<file path="src/hw/rtl/smhs_pkg.sv">
// ----------------------------------------------------------------------------
// smhs_pkg
// Shared widths, codes and types of the sparse matrix hash store.
// ----------------------------------------------------------------------------
package smhs_pkg;

  localparam int KEY_W     = 32;
  localparam int VAL_W     = 32;
  localparam int ROW_W     = 16;
  localparam int COL_W     = 16;
  localparam int CC_W      = 17;
  localparam int BC_W      = 9;
  localparam int CFG_W     = 17;
  localparam int CFG_IDX_W = 2;
  localparam int REM_W     = BC_W;
  localparam int DIV_BITS  = 4;
  localparam int DIV_CYC   = KEY_W / DIV_BITS;
  localparam int DIV_CNT_W = $clog2(DIV_CYC);

  localparam logic [CFG_IDX_W-1:0] CFG_IDX_COLUMN_COUNT = 2'd0;
  localparam logic [CFG_IDX_W-1:0] CFG_IDX_BUCKET_COUNT = 2'd1;

  localparam logic REQ_SET = 1'b0;
  localparam logic REQ_GET = 1'b1;

  localparam logic [CC_W-1:0] COLUMN_COUNT_RST = 17'd1;
  localparam logic [BC_W-1:0] BUCKET_COUNT_RST = 9'd256;

  typedef struct packed {
    logic             done;
    logic [KEY_W-1:0] key;
    logic [REM_W-1:0] rem;
  } key_stat_t;

endpackage

</file>
<file path="src/hw/rtl/smhs_key_unit.sv">
// ----------------------------------------------------------------------------
// smhs_key_unit
// Forms the linear key and reduces it modulo the bucket count, clamped to
// 1..MAX_BUCKETS, four quotient bits per cycle via chained compare-subtract.
// ----------------------------------------------------------------------------
module smhs_key_unit #(
  parameter int MAX_BUCKETS = 256
) (
  input  logic                       clk,
  input  logic                       rst_n,
  input  logic                       start,
  input  logic [smhs_pkg::ROW_W-1:0] row_index,
  input  logic [smhs_pkg::COL_W-1:0] col_index,
  input  logic [smhs_pkg::CC_W-1:0]  column_count,
  input  logic [smhs_pkg::BC_W-1:0]  bucket_count,
  output smhs_pkg::key_stat_t        stat
);
  import smhs_pkg::*;

  typedef enum logic [1:0] {K_IDLE, K_MUL, K_ADD, K_DIV} kstate_t;

  kstate_t                state_r;
  logic [ROW_W-1:0]       row_r;
  logic [COL_W-1:0]       col_r;
  logic [CC_W-1:0]        cc_r;
  logic [REM_W-1:0]       n_r;
  logic [KEY_W-1:0]       prod_r;
  logic [KEY_W-1:0]       key_r;
  logic [KEY_W-1:0]       sh_r;
  logic [REM_W-1:0]       rem_r;
  logic [DIV_CNT_W-1:0]   cnt_r;
  logic                   done_r;
  logic [REM_W-1:0]       n_eff;
  logic [ROW_W+CC_W-1:0]  prod_full;
  logic [KEY_W-1:0]       sh_nxt;
  logic [REM_W-1:0]       rem_nxt;

  always_comb begin
    priority if (bucket_count == '0) begin
      n_eff = REM_W'(1);
    end else if (32'(bucket_count) > 32'(MAX_BUCKETS)) begin
      n_eff = REM_W'(MAX_BUCKETS);
    end else begin
      n_eff = bucket_count;
    end
  end

  assign prod_full = row_r * cc_r;

  always_comb begin : div_step
    logic [REM_W:0]   t;
    logic [REM_W-1:0] r;
    logic [KEY_W-1:0] s;
    r = rem_r;
    s = sh_r;
    for (int i = 0; i < DIV_BITS; i++) begin
      t = {r, s[KEY_W-1]};
      s = {s[KEY_W-2:0], 1'b0};
      if (t >= {1'b0, n_r}) begin
        t = t - {1'b0, n_r};
      end
      r = t[REM_W-1:0];
    end
    sh_nxt  = s;
    rem_nxt = r;
  end

  always_ff @(posedge clk) begin
    if (!rst_n) begin
      state_r <= K_IDLE;
      done_r  <= 1'b0;
      cnt_r   <= '0;
    end else begin
      done_r <= 1'b0;
      unique case (state_r)
        K_IDLE: begin
          if (start) begin
            row_r   <= row_index;
            col_r   <= col_index;
            cc_r    <= column_count;
            n_r     <= n_eff;
            state_r <= K_MUL;
          end
        end
        K_MUL: begin
          prod_r  <= prod_full[KEY_W-1:0];
          state_r <= K_ADD;
        end
        K_ADD: begin
          key_r   <= prod_r + KEY_W'(col_r);
          sh_r    <= prod_r + KEY_W'(col_r);
          rem_r   <= '0;
          cnt_r   <= '0;
          state_r <= K_DIV;
        end
        K_DIV: begin
          sh_r  <= sh_nxt;
          rem_r <= rem_nxt;
          cnt_r <= cnt_r + 1'b1;
          if (cnt_r == DIV_CNT_W'(DIV_CYC - 1)) begin
            done_r  <= 1'b1;
            state_r <= K_IDLE;
          end
        end
        default: state_r <= K_IDLE;
      endcase
    end
  end

  assign stat.done = done_r;
  assign stat.key  = key_r;
  assign stat.rem  = rem_r;

endmodule

</file>
<file path="config.mk">
export PLATFORM = sky130hd
export DESIGN_NAME = smhs_key_unit
export DESIGN_NICKNAME = d
export VERILOG_FILES = /design/src/hw/rtl/smhs_pkg.sv /design/src/hw/rtl/smhs_key_unit.sv
export SDC_FILE = /design/constraint.sdc
export NUM_CORES = 1
export LEC_CHECK = 0
export ABC_CLOCK_PERIOD_IN_PS = 13400
export BUFFER_PORTS_ARGS = -buffer_cell sky130_fd_sc_hd__buf_4
export CAP_MARGIN = 20
export CORE_UTILIZATION = 47
export CTS_BUF_LIST = sky130_fd_sc_hd__clkbuf_8
export CTS_CLUSTER_DIAMETER = 100
export DETAILED_ROUTE_END_ITERATION = 10
export GPL_TIMING_DRIVEN = 0
export SYNTH_ARGS = -nofsm -noshare
export SYNTH_HDL_FRONTEND = slang
export SYNTH_SLANG_ARGS = --single-unit
</file>
<file path="constraint.sdc">
create_clock -name clk -period 13.4 [get_ports clk]
set_input_delay 0.67 -clock clk [delete_from_list [all_inputs] [get_ports clk]]
set_output_delay 0.67 -clock clk [all_outputs]
set_load 0.03 [all_outputs]
</file>
### Yosys cells after proc, flatten, opt, wreduce, memory -nomap -nowiden

Index checks and enable logic that the tools add are counted.

| word-level totals | value |
|---|---|
| input port bits | 61 |
| register bits | 169 |
| logic and storage cells | 52 |
| output and inout port bits | 42 |

| operators by class | value |
|---|---|
| reduce and logical (&&, ||, !) cells | 10 |
| add/sub/neg operators | 6 |
| equality and inequality tests | 6 |
| $lt $le $gt $ge | 5 |
| muxes and demuxes | 12 |
| $mul | 1 |

Operator list:

| cell | count |
|---|---|
| $pmux W32 S2 | 1 |
| $mux W9 | 5 |
| $ge A10 B9 Y1 | 4 |
| $sub A9 B9 Y9 | 4 |
| $add A32 B16 Y32 | 1 |
| $mul A16 B17 Y32 | 1 |
| $pmux W9 S2 | 1 |
| $reduce_and A2 Y1 | 5 |
| $gt A9 B9 Y1 const B | 1 |
| $logic_not A9 Y1 | 1 |
| $pmux W2 S4 | 1 |
| $pmux W3 S2 | 1 |
| $eq A2 B2 Y1 const B | 2 |
| $mux W2 | 2 |
| $ne A2 B2 Y1 const B | 2 |
| $add A3 B1 Y3 const B | 1 |
| $eq A3 B3 Y1 const B | 1 |
| $reduce_and A3 Y1 | 1 |
| $eq A2 B1 Y1 const B | 1 |
| $logic_not A2 Y1 | 1 |
| $reduce_bool A2 Y1 | 1 |
| $reduce_or A2 Y1 | 1 |
| $mux W1 | 1 |

### Depth between registers and ports, before layout

Gate-level depths: netlist of the first run.

| logic depth | value |
|---|---|
| depth in word-level cells | 9 |
| depth in mapped cells | 38 |

### Least setup slack after synthesis of the first run

OpenSTA, ideal clock, no wires.

| path | value |
|---|---|
| path type | register to register |
| start point | register rem_r[0] |
| end point | register rem_r[0] (data pin) |
| data arrival time | 7.623 ns |
| setup slack | 5.517 ns |
| period minus slack after synthesis | 7.883 ns |
| cell stages (with the launch flop) | 32 |
| setup time | 0.260 ns |
| cell sequence | edfxtp_1 -> fa_1 -> a211oi_2 -> o21ai_1 -> a31oi_1 -> clkbuf_1 -> mux2_2 -> ha_1 -> nand2b_1 -> a211oi_1 -> o31ai_1 -> o211ai_2 -> buf_6 -> mux2_2 -> ha_1 -> a211oi_2 -> nor3b_1 -> or3_1 -> o31ai_4 -> and3_1 -> a21oi_2 -> a221o_1 -> ha_1 -> a21o_1 -> a21oi_1 -> o22ai_1 -> nor2_1 -> o21ai_0 -> a21o_1 -> a211oi_4 -> buf_6 -> o21ai_0 |

| on the way | value |
|---|---|
| longest elaborated chain between the ends | 9 |
| elaborated cells between the ends (all ways) | 12 |

Ends and longest elaborated chain:

| element | RTL line | source |
|---|---|---|
| start: declaration | smhs_key_unit.sv:30 | `logic [REM_W-1:0] rem_r;` |
| start signal: assignment | smhs_key_unit.sv:98 | `rem_r <= rem_nxt;` |
| $sub A9 B9 Y9 / $ge A10 B9 Y1 (equally long branches) | smhs_key_unit.sv:60, smhs_key_unit.sv:59 |  |
| $mux W9 (*) | smhs_key_unit.sv:59 | `if (t >= {1'b0, n_r}) begin` |
| $sub A9 B9 Y9 / $ge A10 B9 Y1 (equally long branches) | smhs_key_unit.sv:60, smhs_key_unit.sv:59 |  |
| $mux W9 (*) | smhs_key_unit.sv:59 |  |
| $sub A9 B9 Y9 / $ge A10 B9 Y1 (equally long branches) | smhs_key_unit.sv:60, smhs_key_unit.sv:59 |  |
| $mux W9 (*) | smhs_key_unit.sv:59 |  |
| $ge A10 B9 Y1 (*) | smhs_key_unit.sv:59 |  |
| $mux W9 (*) | smhs_key_unit.sv:59 |  |
| $pmux W9 S2 (*) | smhs_key_unit.sv:75 | `unique case (state_r)` |

Every way passes the cells marked *; elsewhere a longest branch is shown, timed or not.
A chain may end at the register's enable or synchronous reset.

### Worst setup path in the final report of the first run

| path | value |
|---|---|
| start point | register n_r[0] |
| end point | register rem_r[3] (data pin) |

| on the way | value |
|---|---|
| longest elaborated chain between the ends | 9 |
| elaborated cells between the ends (all ways) | 13 |

Ends and longest elaborated chain:

| element | RTL line | source |
|---|---|---|
| start: declaration | smhs_key_unit.sv:26 | `logic [REM_W-1:0] n_r;` |
| start signal: assignment | smhs_key_unit.sv:81 | `n_r <= n_eff;` |
| $sub A9 B9 Y9 / $ge A10 B9 Y1 (equally long branches) | smhs_key_unit.sv:60, smhs_key_unit.sv:59 |  |
| $mux W9 | smhs_key_unit.sv:59 |  |
| $sub A9 B9 Y9 / $ge A10 B9 Y1 (equally long branches) | smhs_key_unit.sv:60, smhs_key_unit.sv:59 |  |
| $mux W9 | smhs_key_unit.sv:59 |  |
| $sub A9 B9 Y9 / $ge A10 B9 Y1 (equally long branches) | smhs_key_unit.sv:60, smhs_key_unit.sv:59 |  |
| $mux W9 | smhs_key_unit.sv:59 |  |
| $sub A9 B9 Y9 / $ge A10 B9 Y1 (equally long branches) | smhs_key_unit.sv:60, smhs_key_unit.sv:59 |  |
| $mux W9 (*) | smhs_key_unit.sv:59 |  |
| $pmux W9 S2 (*) | smhs_key_unit.sv:75 |  |

Marks and branches as above.

==> key figures, run 1 <==
CTS
  • Worst skew pair latency: 0.51 ns
  • Post CTS Setup Buffer Count: 0
  • CTS tree: done
  • H-tree levels: 4
  • Number of buffers created by CTS: 17
  • CTS root buf: clkbuf_8
  • CTS resizes: 0
  • CTS Hold Buffers Added: 0
  • CTS Buffer Depth: 2
  • Clk sink count: 169
  • Clock transition at path regs: 0.10 ns

Synth
  • Syn_area_per_cell: 10.3 µm²
  • Netlist Area Pre-Place: 17500 µm²
  • Syn nets: 2125
  • Syn. warnings: 0
  • Ys async rst share: 0
  • Number of flops mapped to enable cells by yosys: 163
  • Flops & latches, synth: 169
  • Sequential fraction of the synthesis area: 0.287
  • Main synth FF type: edfxtp_1
  • Synth unique cells: 63
  • Mapped Cells: 1691

Timing
  • Worst Tran Pin Value: 0.894 ns
  • Relative slew slack: 0.404
  • Final Hold Fails: 0
  • Tmin final: 9.53 ns
  • Final setup TNS: 0 ns
  • Fin. max-slew vios: 0
  • RSZ-0062 raised after global routing: no
  • # setup viols final: 0
  • Period utilization: 0.711
  • Clk_skew: 0.0166 ns
  • Highest Clock Rate: 105 MHz

Critical path
  • Critical path startpoint category: flip-flop
  • CP Data Arrival Time: 9.79 ns
  • CP most frequent cell: ha_1
  • Crit-path max cell delay: 0.56 ns
  • Data required, critical path: 13.66 ns
  • Largest delay share family, worst path: compound AO/OA/AOI/OAI gates
  • Crit. End Element: flip-flop
  • CP max-delay cell: edfxtp_1
  • CP Buf/Inv Count: 4
  • Worst Path Max Fanout: 10
  • Critical path class: flip-flop to flip-flop

Die
  • Die Area: 38000 µm²
  • I/O pins: 103
  • Starting density of the core: 0.477
  • Die W: 195 µm
  • Placement Rows: 70
  • Core Region: 36600 µm²
  • Die Height: 195 µm

Placement
  • Detail Placement HPWL: 34.5 mm
  • Number of I/O port buffers: 102
  • Placement Cell Area: 18900 µm²
  • Final RePlAce weighted congestion: 0.903

Route
  • ANT nets after route: 0
  • Residual DRC: 0
  • Overall routed net length: 42.1 mm
  • Via Count: 12000
  • Via density per instance: 5.23
  • Wirelength per Cell: 18.3 µm
  • 1st-pass router iterations: 4
  • Starting DRT DRC Count: 608

Outcome
  • Outcome: completed

Layout
  • Design area: 19300 µm²
  • Area Growth Syn to Fin: 10.4%
  • N_diodes: 0
  • Nets: 2249
  • Layout cells sized above 1: 0.103
  • Most frequent cells in the layout: inv_1 (286), fa_1 (212), nand2_1 (196)
  • Final Util: 0.527
  • Most common cell after layout, fill and taps aside: inv_1

Global route
  • First-pass GRT wire length: 67.5 mm
  • Largest net degree at the start of global routing: 59
  • Initial antenna violation count: 0
  • GR Overflow Total: 0
  • Vias in the first global route: 12400
  • Total GRT Usage: 0.233

Flow run
  • Max-Cap Viols: 0

Min path
  • Hold Crit Class: primary input to flip-flop
[metrics by stage]
step	setup WS [ns]	hold slack, ns	cells
4_1_cts	3.95	0.275	2296
5_1_grt	3.25	0.283	2296
6_report	3.87	0.328	2296
3_5_place_dp	3.96	0.531	2264
2_1_floorplan	5.52	0.500	1691
3_3_place_gp	3.99	0.519	2261
[state kept, by name, summed over array words and instances, names as in the netlist, 2 cells and up]
name	count
cc_r	17
cnt_r	3
col_r	16
key_r	32
n_r	9
prod_r	32
rem_r	9
row_r	16
sh_r	32
state_r	2
[synth_stat cells, types with 22 or more instances]
cell / n / share of area
a21o_1: 22 / 0.0095
a21oi_1: 46 / 0.013
and2_1: 135 / 0.048
clkbuf_1: 36 / 0.0077
edfxtp_1: 163 / 0.28
fa_1: 212 / 0.24
ha_1: 161 / 0.12
inv_1: 284 / 0.061
mux2_2: 27 / 0.017
nand2_1: 196 / 0.042
nor2_1: 63 / 0.014
o21ai_0: 43 / 0.012
xnor2_1: 55 / 0.028
[final cells by class]
| cell class | instances | area, µm² |
|---|---|---|
| well taps | 468 | 586 |
| multi-input cells | 1194 | 11200 |
| repair buffers | 105 | 816 |
| fillers | 3349 | 17300 |
| inverters | 285 | 1070 |
| plain buffers | 43 | 184 |
| clock buffers | 17 | 234 |
| clock inverters | 15 | 169 |
| flip-flops and latches | 169 | 5010 |
[per-layer routing]
layer / vias to the layer above / global-route usage / wire [µm] / part of all wire
met5: - / 0 / 0 / 0
met4: 0 / 0.0665 / 848 / 0.020
met3: 41 / 0.0416 / 1980 / 0.047
met2: 281 / 0.354 / 18100 / 0.43
met1: 5906 / 0.340 / 21200 / 0.50
li1: 5788 / - / - / -
[cell families after synthesis]
logic type	after synthesis	synth area share
buffers and inverters	328	0.0717
XOR/XNOR	76	0.0381
multiplexers	34	0.0214
flip-flops	169	0.287
AND/OR/NAND/NOR	499	0.140
adder cells (fa/ha/maj)	373	0.358
AO/OA/AOI/OAI	212	0.0833
[final timing paths]
kind,startpoint,end,depth (start not counted),slack [ns]
max,n_r[0],rem_r[3],33,3.87
min,column_count[16],cc_r[16],1,0.33
max reg2reg,n_r[0],rem_r[3],33,3.87
min reg2reg,state_r[0],state_r[0],2,0.54
Power of run 1 is left out: the tool's default activity adds up to more than one toggle a clock period on the data nets, which glitch-free logic cannot reach.
==> run 2, diff against run 1 <==
--- a/config.mk
+++ b/config.mk
@@ -5,7 +5,7 @@
 export SDC_FILE = /design/constraint.sdc
 export NUM_CORES = 1
 export LEC_CHECK = 0
-export ABC_CLOCK_PERIOD_IN_PS = 13400
+export ABC_CLOCK_PERIOD_IN_PS = 8900
 export BUFFER_PORTS_ARGS = -buffer_cell sky130_fd_sc_hd__buf_4
 export CAP_MARGIN = 20
 export CORE_UTILIZATION = 47
==> constraint.sdc (replaced) <==
create_clock -name clk -period 8.9 [get_ports clk]
set_input_delay 0.445 -clock clk [delete_from_list [all_inputs] [get_ports clk]]
set_output_delay 0.445 -clock clk [all_outputs]
set_load 0.03 [all_outputs]
==> run 2 against run 1 <==
Cell count is 0.48% higher. Register-to-register slack worse by 3.4 ns. Routed wire length is 0.49% higher. Clock skew is 0.0019 ns higher. First-iteration DRC count is 1.2% lower. Die area stayed put. Critical endpoint is now rem_r[2].
==> key figures, run 2 (synthesis gave the netlist of run 1 again) <==
Outcome
  • Outcome: completed

Timing
  • Period utilization: 0.951 (+0.239)
  • Fin. max-slew vios: 0 (unchanged)
  • Highest Clock Rate: 118 MHz (+13%)
  • Worst Tran Pin Value: 0.894 ns (-0.000395 ns)
  • Relative slew slack: 0.404 (about the same)
  • Final Hold Fails: 0 (unchanged)
  • Tmin final: 8.46 ns (-1.07 ns)
  • Final setup TNS: 0 ns (unchanged)
  • Final worst setup slack: 0.438 ns (-3.43 ns)
  • Clk_skew: 0.0185 ns (+0.00192 ns)
  • # setup viols final: 0 (unchanged)

Route
  • Residual DRC: 0 (unchanged)
  • Starting DRT DRC Count: 601 (-1.2%)
  • ANT nets after route: 0 (unchanged)
  • Via density per instance: 5.24 (+0.10%)
  • 1st-pass router iterations: 5 (+1)
  • Met2 routed WL: 18.4 mm (+1.4%)
  • Metal3 WL: 2.10 mm (+5.9%)
  • Via Count: 12100 (+0.58%)
  • Metal-1 WL: 21.2 mm (-0.14%)
  • Wirelength per Cell: 18.3 µm (about the same)
  • Top layer in use: met4
  • Overall routed net length: 42.3 mm (+0.49%)

Placement
  • Placement Cell Area: 18900 µm² (unchanged)
  • Worst slack at placement: -0.540 ns (-4.50 ns)
  • Number of I/O port buffers: 102 (unchanged)
  • Final RePlAce weighted congestion: 0.903 (unchanged)
  • Detail Placement HPWL: 34.5 mm (unchanged)
  • Cells after DPL: 2264 (unchanged)

Layout
  • Finished Layout Cells: 2307 (+0.48%)
  • Nets: 2260 (+0.49%)
  • Area Growth Syn to Fin: 11.1%
  • Layout cells sized above 1: 0.113 (+0.0103)
  • Most common cell after layout, fill and taps aside: inv_1
  • N_diodes: 0 (unchanged)
  • Filler cell count: 3344 (-0.15%)
  • Most frequent cells in the layout: inv_1 (286), fa_1 (212), nand2_1 (196)
  • Largest registers: key_r x32, prod_r x32, sh_r x32
  • Design area: 19400 µm² (+0.67%)

Critical path
  • Data required, critical path: 9.16 ns (-4.50 ns)
  • CP Data Arrival Time: 8.72 ns (-1.07 ns)
  • CP most frequent cell: ha_1
  • Crit. End Element: flip-flop
  • Critical path startpoint category: flip-flop
  • Critical path class: flip-flop to flip-flop
  • R2R Setup Slk: 0.44 ns (-3.43 ns)
  • Worst Path Max Fanout: 10 (unchanged)
  • CP max-delay cell: edfxtp_1
  • Worst reg2reg startpoint: n_r[0]
  • Crit-path max cell delay: 0.57 ns (about the same)
  • Reg2Reg Depth: 33 (unchanged)
  • R2r endpoint: rem_r[2]

Min path
  • Endpoint, Worst Hold: cc_r[16]
  • Hold path depth: 1 (unchanged)
  • Hold Crit Class: primary input to flip-flop
  • Hold_sp: column_count[16]

CTS
  • CTS tree: done
  • Clk sink count: 169 (unchanged)
  • Worst skew pair latency: 0.51 ns (about the same)
  • Number of buffers created by CTS: 17 (unchanged)
  • CTS root buf: clkbuf_8
  • Clock transition at path regs: 0.10 ns (about the same)
  • CTS Buffer Depth: 2 (unchanged)
  • H-tree levels: 4 (unchanged)

Die
  • Die Area: 38000 µm² (unchanged)
  • I/O pins: 103 (unchanged)
  • Die W: 195 µm (unchanged)
  • Placement Rows: 70 (unchanged)
  • Starting density of the core: 0.477 (unchanged)
  • Die Height: 195 µm (unchanged)
  • Core Region: 36600 µm² (unchanged)

Global route
  • Total GRT Usage: 0.233 (+0.000419)
  • First-pass GRT wire length: 67.6 mm (+0.19%)
  • Vias in the first global route: 12400 (+0.31%)
  • GR Overflow Total: 0 (unchanged)
  • Largest net degree at the start of global routing: 59 (unchanged)
  • Initial antenna violation count: 0 (unchanged)

Flow run
  • Max-Cap Viols: 0 (unchanged)
==> run 2: changes by cell type in the layout (fill, tap and decap cells not counted), moves of 2 or more <==
cell and change:
a21oi_1 -2, a21oi_2 +2, buf_4 +11, o31ai_1 -2
o31ai_2 +2
==> run 2: repair_timing <==
| action | 4_1_cts | 5_1_grt |
|---|---|---|
| pin swaps | 2 | 6 |
| gates cloned | 0 | 0 |
| setup buffers | 3 | 8 |
| endpoints found under the setup margin | 9 | 9 |
| hold buffers | 0 | 0 |
| gates resized for setup | 4 | 9 |
==> run 2: worst max-delay path: cells and delay by family, from the launching register on <==
kind / cells / cell delay, ns
simple gates: 5 / 1.05
buf+inv: 4 / 0.67
fa+ha+maj: 5 / 1.72
compound gates: 17 / 3.42
flops: 1 / 0.57
mux: 2 / 0.76
==> run 2: how the worst max path moves through the flow <==
| stage | slack [ns] | from | end |
|---|---|---|---|
| 2_1_floorplan | 1.02 | rem_r[0] | rem_r[0] |
| 3_3_place_gp | -0.51 | n_r[0] | rem_r[3] |
| 3_5_place_dp | -0.54 | n_r[0] | rem_r[3] |
| 4_1_cts | 0.04 | n_r[0] | rem_r[3] |
| 5_1_grt | -0.03 | n_r[0] | rem_r[0] |
| 6_report | 0.44 | n_r[0] | rem_r[2] |
==> run 2: cell type report <==
class	instances	area (µm²)	area share
plain buffers	43	188	0.00966
clock buffers	17	234	0.0120
clock inverters	15	169	0.00870
inverters	285	1070	0.0551
multi-input cells	1194	11300	0.580
flip-flops and latches	169	5010	0.258
well taps	468	586	0.0302
repair buffers	116	898	0.0463
==> run 2: per-layer routing <==
layer,vias up,track usage
met5,-,0
met4,0,0.0668
met3,38,0.0416
met2,309,0.354
met1,5920,0.341
li1,5819,-
==> run 2: stage by stage <==
step                       util  hold slack, ns
final                     0.530           0.104
after floorplan               -           0.500
after detailed placement  0.516           0.531
after global routing      0.530          0.0583
after global placement    0.514           0.519
after CTS                 0.528          0.0498
Power of run 2 is left out for the same reason.
